===== src/hw/rtl/dwms_pkg.sv =====
// Shared constants, codes and control types for the decayed window statistics block.
package dwms_pkg;

	// Window storage
	localparam int WINDOW_DEPTH = 64;
	localparam int AW = $clog2(WINDOW_DEPTH);
	localparam int CNT_W = $clog2(WINDOW_DEPTH + 1);

	// Field widths
	localparam int BIAS_W = 16;
	localparam int CONF_W = 16;
	localparam int WLEN_W = 7;
	localparam int DECAY_W = 17;
	localparam int CFG_W = 17;
	localparam int CFG_IDX_W = 1;
	localparam int CMD_W = 2;
	localparam logic [DECAY_W-1:0] DECAY_ONE = DECAY_W'(65536);

	// Accumulator and arithmetic widths
	localparam int SUM_W = BIAS_W + AW + 1;
	localparam int MAG_W = SUM_W - 1;
	localparam int CSUM_W = CONF_W + AW;
	localparam int SQ_W = 2 * BIAS_W - 1;
	localparam int S2_W = SQ_W + AW;
	localparam int PROD_W = 2 * MAG_W;
	localparam int DIV_W = PROD_W;
	localparam int DEN_W = $clog2(WINDOW_DEPTH * (WINDOW_DEPTH - 1) + 1);
	localparam int SQRT_STEPS = PROD_W / 2;
	localparam int STEP_W = $clog2(DIV_W + 1);

	// Commands carried in tuser
	localparam logic [CMD_W-1:0] CMD_PUSH = 2'd0;
	localparam logic [CMD_W-1:0] CMD_SUMMARY = 2'd1;
	localparam logic [CMD_W-1:0] CMD_CLEAR = 2'd2;

	// Configuration register indexes
	localparam logic [CFG_IDX_W-1:0] CFG_WINDOW_LENGTH = 1'd0;
	localparam logic [CFG_IDX_W-1:0] CFG_DECAY_FACTOR = 1'd1;

	// Divider operand selection
	localparam logic [1:0] DIV_MEAN = 2'd0;
	localparam logic [1:0] DIV_CMEAN = 2'd1;
	localparam logic [1:0] DIV_VAR = 2'd2;

	// Commands from the controller to the datapath
	typedef struct packed {
		logic capture;
		logic clear;
		logic rd_en;
		logic [AW-1:0] rd_off;
		logic decay_mode;
		logic acc_clear;
		logic append;
		logic mul;
		logic num;
		logic div_load;
		logic div_step;
		logic div_store;
		logic [1:0] div_sel;
		logic sqrt_load;
		logic sqrt_step;
		logic finish;
	} dwms_cmd_t;

	// Status from the datapath to the controller
	typedef struct packed {
		logic [CNT_W-1:0] fill;
		logic out_free;
	} dwms_stat_t;

endpackage


===== src/hw/rtl/dwms_ctrl.sv =====
// Controller: sequences the window walks, the divisions and the square root.
module dwms_ctrl (
	input  logic                       clk,
	input  logic                       arst_n,
	input  logic                       s_tvalid,
	output logic                       s_tready,
	input  logic [dwms_pkg::CMD_W-1:0] s_tuser,
	input  dwms_pkg::dwms_stat_t       stat,
	output dwms_pkg::dwms_cmd_t        cmd
);

	localparam int CNT_W = dwms_pkg::CNT_W;
	localparam int STEP_W = dwms_pkg::STEP_W;

	localparam logic [3:0] ST_IDLE = 4'd0;
	localparam logic [3:0] ST_DECAY = 4'd1;
	localparam logic [3:0] ST_DECAY_DRAIN = 4'd2;
	localparam logic [3:0] ST_APPEND = 4'd3;
	localparam logic [3:0] ST_SUM = 4'd4;
	localparam logic [3:0] ST_SUM_DRAIN = 4'd5;
	localparam logic [3:0] ST_MUL = 4'd6;
	localparam logic [3:0] ST_NUM = 4'd7;
	localparam logic [3:0] ST_DIV_LOAD = 4'd8;
	localparam logic [3:0] ST_DIV_RUN = 4'd9;
	localparam logic [3:0] ST_DIV_STORE = 4'd10;
	localparam logic [3:0] ST_SQRT_LOAD = 4'd11;
	localparam logic [3:0] ST_SQRT_RUN = 4'd12;
	localparam logic [3:0] ST_FIN = 4'd13;

	logic [3:0]        state_q;
	logic [3:0]        state_d;
	logic [CNT_W-1:0]  idx_q;
	logic [CNT_W-1:0]  idx_d;
	logic [STEP_W-1:0] step_q;
	logic [STEP_W-1:0] step_d;
	logic [1:0]        sel_q;
	logic [1:0]        sel_d;

	// Next state and command decode.
	always_comb begin
		state_d = state_q;
		idx_d = idx_q;
		step_d = step_q;
		sel_d = sel_q;
		cmd = '0;
		cmd.rd_off = idx_q[dwms_pkg::AW-1:0];
		cmd.div_sel = sel_q;
		s_tready = 1'b0;
		unique case (state_q) inside
			ST_IDLE: begin
				s_tready = 1'b1;
				idx_d = '0;
				if (s_tvalid) begin
					cmd.capture = 1'b1;
					case (s_tuser)
						dwms_pkg::CMD_PUSH: state_d = ST_DECAY;
						dwms_pkg::CMD_SUMMARY: begin
							cmd.acc_clear = 1'b1;
							state_d = ST_SUM;
						end
						dwms_pkg::CMD_CLEAR: cmd.clear = 1'b1;
						default: ;
					endcase
				end
			end
			ST_DECAY, ST_SUM: begin
				cmd.decay_mode = (state_q == ST_DECAY);
				step_d = '0;
				if (idx_q < stat.fill) begin
					cmd.rd_en = 1'b1;
					idx_d = idx_q + CNT_W'(1);
				end else begin
					state_d = (state_q == ST_DECAY) ? ST_DECAY_DRAIN : ST_SUM_DRAIN;
				end
			end
			ST_DECAY_DRAIN, ST_SUM_DRAIN: begin
				step_d = step_q + STEP_W'(1);
				if (step_q == STEP_W'(2)) begin
					state_d = (state_q == ST_DECAY_DRAIN) ? ST_APPEND : ST_MUL;
				end
			end
			ST_APPEND: begin
				cmd.append = 1'b1;
				state_d = ST_IDLE;
			end
			ST_MUL: begin
				cmd.mul = 1'b1;
				state_d = ST_NUM;
			end
			ST_NUM: begin
				cmd.num = 1'b1;
				sel_d = dwms_pkg::DIV_MEAN;
				state_d = ST_DIV_LOAD;
			end
			ST_DIV_LOAD: begin
				cmd.div_load = 1'b1;
				step_d = '0;
				state_d = ST_DIV_RUN;
			end
			ST_DIV_RUN: begin
				cmd.div_step = 1'b1;
				step_d = step_q + STEP_W'(1);
				if (step_q == STEP_W'(dwms_pkg::DIV_W - 1)) begin
					state_d = ST_DIV_STORE;
				end
			end
			ST_DIV_STORE: begin
				cmd.div_store = 1'b1;
				if (sel_q == dwms_pkg::DIV_VAR) begin
					state_d = ST_SQRT_LOAD;
				end else begin
					sel_d = sel_q + 2'd1;
					state_d = ST_DIV_LOAD;
				end
			end
			ST_SQRT_LOAD: begin
				cmd.sqrt_load = 1'b1;
				step_d = '0;
				state_d = ST_SQRT_RUN;
			end
			ST_SQRT_RUN: begin
				cmd.sqrt_step = 1'b1;
				step_d = step_q + STEP_W'(1);
				if (step_q == STEP_W'(dwms_pkg::SQRT_STEPS - 1)) begin
					state_d = ST_FIN;
				end
			end
			ST_FIN: begin
				if (stat.out_free) begin
					cmd.finish = 1'b1;
					state_d = ST_IDLE;
				end
			end
			default: state_d = ST_IDLE;
		endcase
	end

	// Controller registers.
	always_ff @(posedge clk or negedge arst_n) begin
		if (!arst_n) begin
			state_q <= ST_IDLE;
			idx_q <= '0;
			step_q <= '0;
			sel_q <= dwms_pkg::DIV_MEAN;
		end else begin
			state_q <= state_d;
			idx_q <= idx_d;
			step_q <= step_d;
			sel_q <= sel_d;
		end
	end

endmodule


===== config.mk =====
export PLATFORM = sky130hd
export DESIGN_NAME = dwms_ctrl
export DESIGN_NICKNAME = d
export VERILOG_FILES = /design/src/hw/rtl/dwms_pkg.sv /design/src/hw/rtl/dwms_ctrl.sv
export SDC_FILE = /design/constraint.sdc
export NUM_CORES = 1
export LEC_CHECK = 0
export BUFFER_PORTS_ARGS = -buffer_cell sky130_fd_sc_hd__clkbuf_2
export CAP_MARGIN = 10
export CORE_AREA = 2 2 78 80
export CTS_CLUSTER_DIAMETER = 200
export CTS_CLUSTER_SIZE = 20
export DETAILED_ROUTE_END_ITERATION = 8
export DIE_AREA = 0 0 80 82
export PLACE_DENSITY_LB_ADDON = 0.2
export RECOVER_POWER = 50
export SYNTH_ARGS = -nofsm -noshare
export SYNTH_HDL_FRONTEND = slang
export SYNTH_SLANG_ARGS = --single-unit

===== constraint.sdc =====
create_clock -name clk -period 2.7 [get_ports clk]
set_input_delay 0.27 -clock clk [delete_from_list [all_inputs] [get_ports clk]]
set_output_delay 0.27 -clock clk [all_outputs]
set_load 0.02 [all_outputs]

==> metrics.txt <==
pin slew with the least headroom to its limit 1.14 ns; vias 1,842; cells along the critical path ha_1 > a2111oi_2 > o211ai_1 > a21oi_2 > buf_4 > clkbuf_2; total nets after synthesis 274; Storage cell area 475 um2; Layout Area Growth over Synthesis 12.2%; row count 28; number of DRC markers after the initial detailed-route iteration 76; die extent in y 82 um; worst r2r path cells 6; residual antenna-violating net count after detailed routing 0; cell accounting for the most synthesized area dfrtp_1; Total Routed Length 5.02 mm; vias in the first global route 1,618; total global routing overflow 0; worst-case hold path end point idx_q[6]$_DFFE_PN0P_; worst reg2reg path startpoint step_q[0]$_DFFE_PN0P_; yosys warns 0; diode insertion count for antenna repair 0; number of resized instances in the post-cts repair step 0; DRC violations left 0; type of the worst setup path register to output pin; library cells used by synthesis 53; Crit. End Element output pin; count of buffering cells on the critical path with inverters included 2; maximum number of pins on one net before global-route repair 25; count of cells along the worst hold path 1; fraction of the yosys area taken by sequential cells 24.7%; clock tree from TritonCTS done; flip-flop and latch count after synthesis 19; maximum level of the CTS H-tree 1; setup slack, reg-to-reg 0.56 ns; share of layout cells above drive strength 1 17.3%; I/O Pins 36; layout filler cell count 640; number of hold-slack violations in the final timing report 0; Port Buf Inserts 35; P_leak 1.03 nW; cell family with the largest share of critical-path delay compound AO/OA/AOI/OAI gates; Worst EP arrival 2.07 ns; highest-count cells in the layout ignoring fill and taps 26 x clkbuf_2, 24 x nand2_1, 23 x nor2_1; Die Width 80 um; longest individual stage delay on the worst path 0.40 ns; worst hold margin 0.483 ns; Pwr Density 243 mW/mm2; leading cell types by total area after synthesis dfrtp_1 25%, ha_1 7.2%, o21ai_0 4.9%; EDFF count, synth 0; number of sinks driven by the clock tree 19; footprint of the multi-input gates 0.00125 mm2; Hold Crit Class register to register; Rel. slew slack 24.3%; period utilisation layout 86.8%; initial standard-cell utilization of the core 33.5%; setup TNS 0 ns; share of the synthesized area in the top cell type 24.7%; net total in the final layout 297; dpl hpwl 3.75 mm; number of setup buffers added after CTS 0; weighted congestion reported at the end of routability-driven placement 0.886; CP startpoint kind register; Layout Cells excl Fill 347; endpoint of the worst-slack reg-to-reg timing path state_q[2]$_DFFE_PN0P_; CTS Hold Buffers Added 1; CP required 2.43 ns; RSZ-0062 raised after global routing no; maximum clock skew at final layout 0.00336 ns; Max VDD drop 0.233 mV; startpoint of the worst hold path idx_q[6]$_DFFE_PN0P_; mean instance size in the synthesized netlist 7.69 um2; clock transition at the registers of the reported paths 0.08 ns; clock buffers created by TritonCTS 3; count of max-cap constraint violations 0; Min Clock Period, post-route 2.34 ns; full die area 0.00656 mm2; Cell Count Post-Placement 342; Primary FF master, synth dfrtp_1; clock latency reported for the late side of the worst-skew pair 0.26 ns; post-synthesis instance total 250; run status completed; drt first pass iters 4; Core Region 0.00575 mm2; top fanout value on the critical path 6; Syn Std Cell Area 0.00192 mm2; first-pass GRT wire length 8.17 mm; master of the slowest instance on the critical path dfrtp_1; Final setup violation count 0; asr flop ratio synth 100%; overall global routing resource usage 15.6%; Vias per Instance 5.31; number of antenna violations at the first check in global routing 0; buffer depth of the longest clock path 2; mean routed wirelength per cell 14.5 um; most frequent standard cell in the layout excluding fill and tap cells clkbuf_2; count of pins over their slew limit 0; Max Freq 0.427 GHz; clock root buffer clkbuf_8
==> worst max-delay path by stage <==
stage / start / depth (start not counted) / endpoint
floorplan: idx_q[6]$_DFFE_PN0P_ / 6 / state_q[2]$_DFFE_PN0P_
global route: state_q[3]$_DFFE_PN0P_ / 6 / cmd[19]
detailed placement: step_q[0]$_DFFE_PN0P_ / 6 / state_q[2]$_DFFE_PN0P_
global placement: stat[7] / 8 / state_q[2]$_DFFE_PN0P_
CTS: idx_q[6]$_DFFE_PN0P_ / 6 / cmd[19]
finish: idx_q[6]$_DFFE_PN0P_ / 6 / cmd[19]
==> cells by family after synthesis <==
kind of cell | share of synthesized area [%]
and+or+nand+nor | 25.4
AOI/OAI and AO/OA | 27.0
buffers and inverters | 10.0
DFF | 24.7
adders and majority gates | 7.16
muxes | 3.90
xor gates and xnor gates | 1.82
==> metal layers <==
metal,global-route usage [%],vias up,routed length (um)
li1,-,938,-
met1,21.7,832,2480
met3,3.19,4,277
met2,25.2,68,2230
met4,3.22,0,34
met5,0,-,0
==> Yosys cell counts (10+ instances only) <==
library cell	count
dfrtp_1	19
inv_1	17
nor2_1	23
o21ai_0	19
clkbuf_1	10
a21oi_1	11
ha_1	11
nand2_1	24
==> layout make-up <==
class                      instances  area share, %
timing repair buffer              43           10.3
inverter                          17           2.96
clock inverter                     1          0.232
sequential                        19           22.0
tap                               75           4.35
clock buffer                       3           1.91
multi-input combinational        189           58.2
==> flip-flops by register name (all words and copies together), names as in the netlist <==
register and cells:
sel_q 2, idx_q 7, state_q 4, step_q 6
==> through the flow <==
stage	setup slack [ns]	total power, W	util [%]	area (um2)
after CTS	0.326	0.000534	37.8	2170
after global placement	0.628	0.000317	36.8	2120
after floorplan	0.428	0.000300	-	1920
after detailed placement	0.583	0.000318	36.8	2120
after global routing	0.210	0.000545	37.5	2160
final	0.356	0.000524	37.5	2160
==> power breakdown <==
| group | total (W) | leakage [nW] | internal, W | switching (W) |
|---|---|---|---|---|
| clock network | 0.000212 | 0.0255 | 0.000103 | 0.000109 |
| logic | 0.0000279 | 0.786 | 0.0000117 | 0.0000162 |
| registers | 0.000284 | 0.220 | 0.000284 | 0 |
| total | 0.000524 | 1.03 | 0.000399 | 0.000125 |
(Power assumes the default switching activity.)
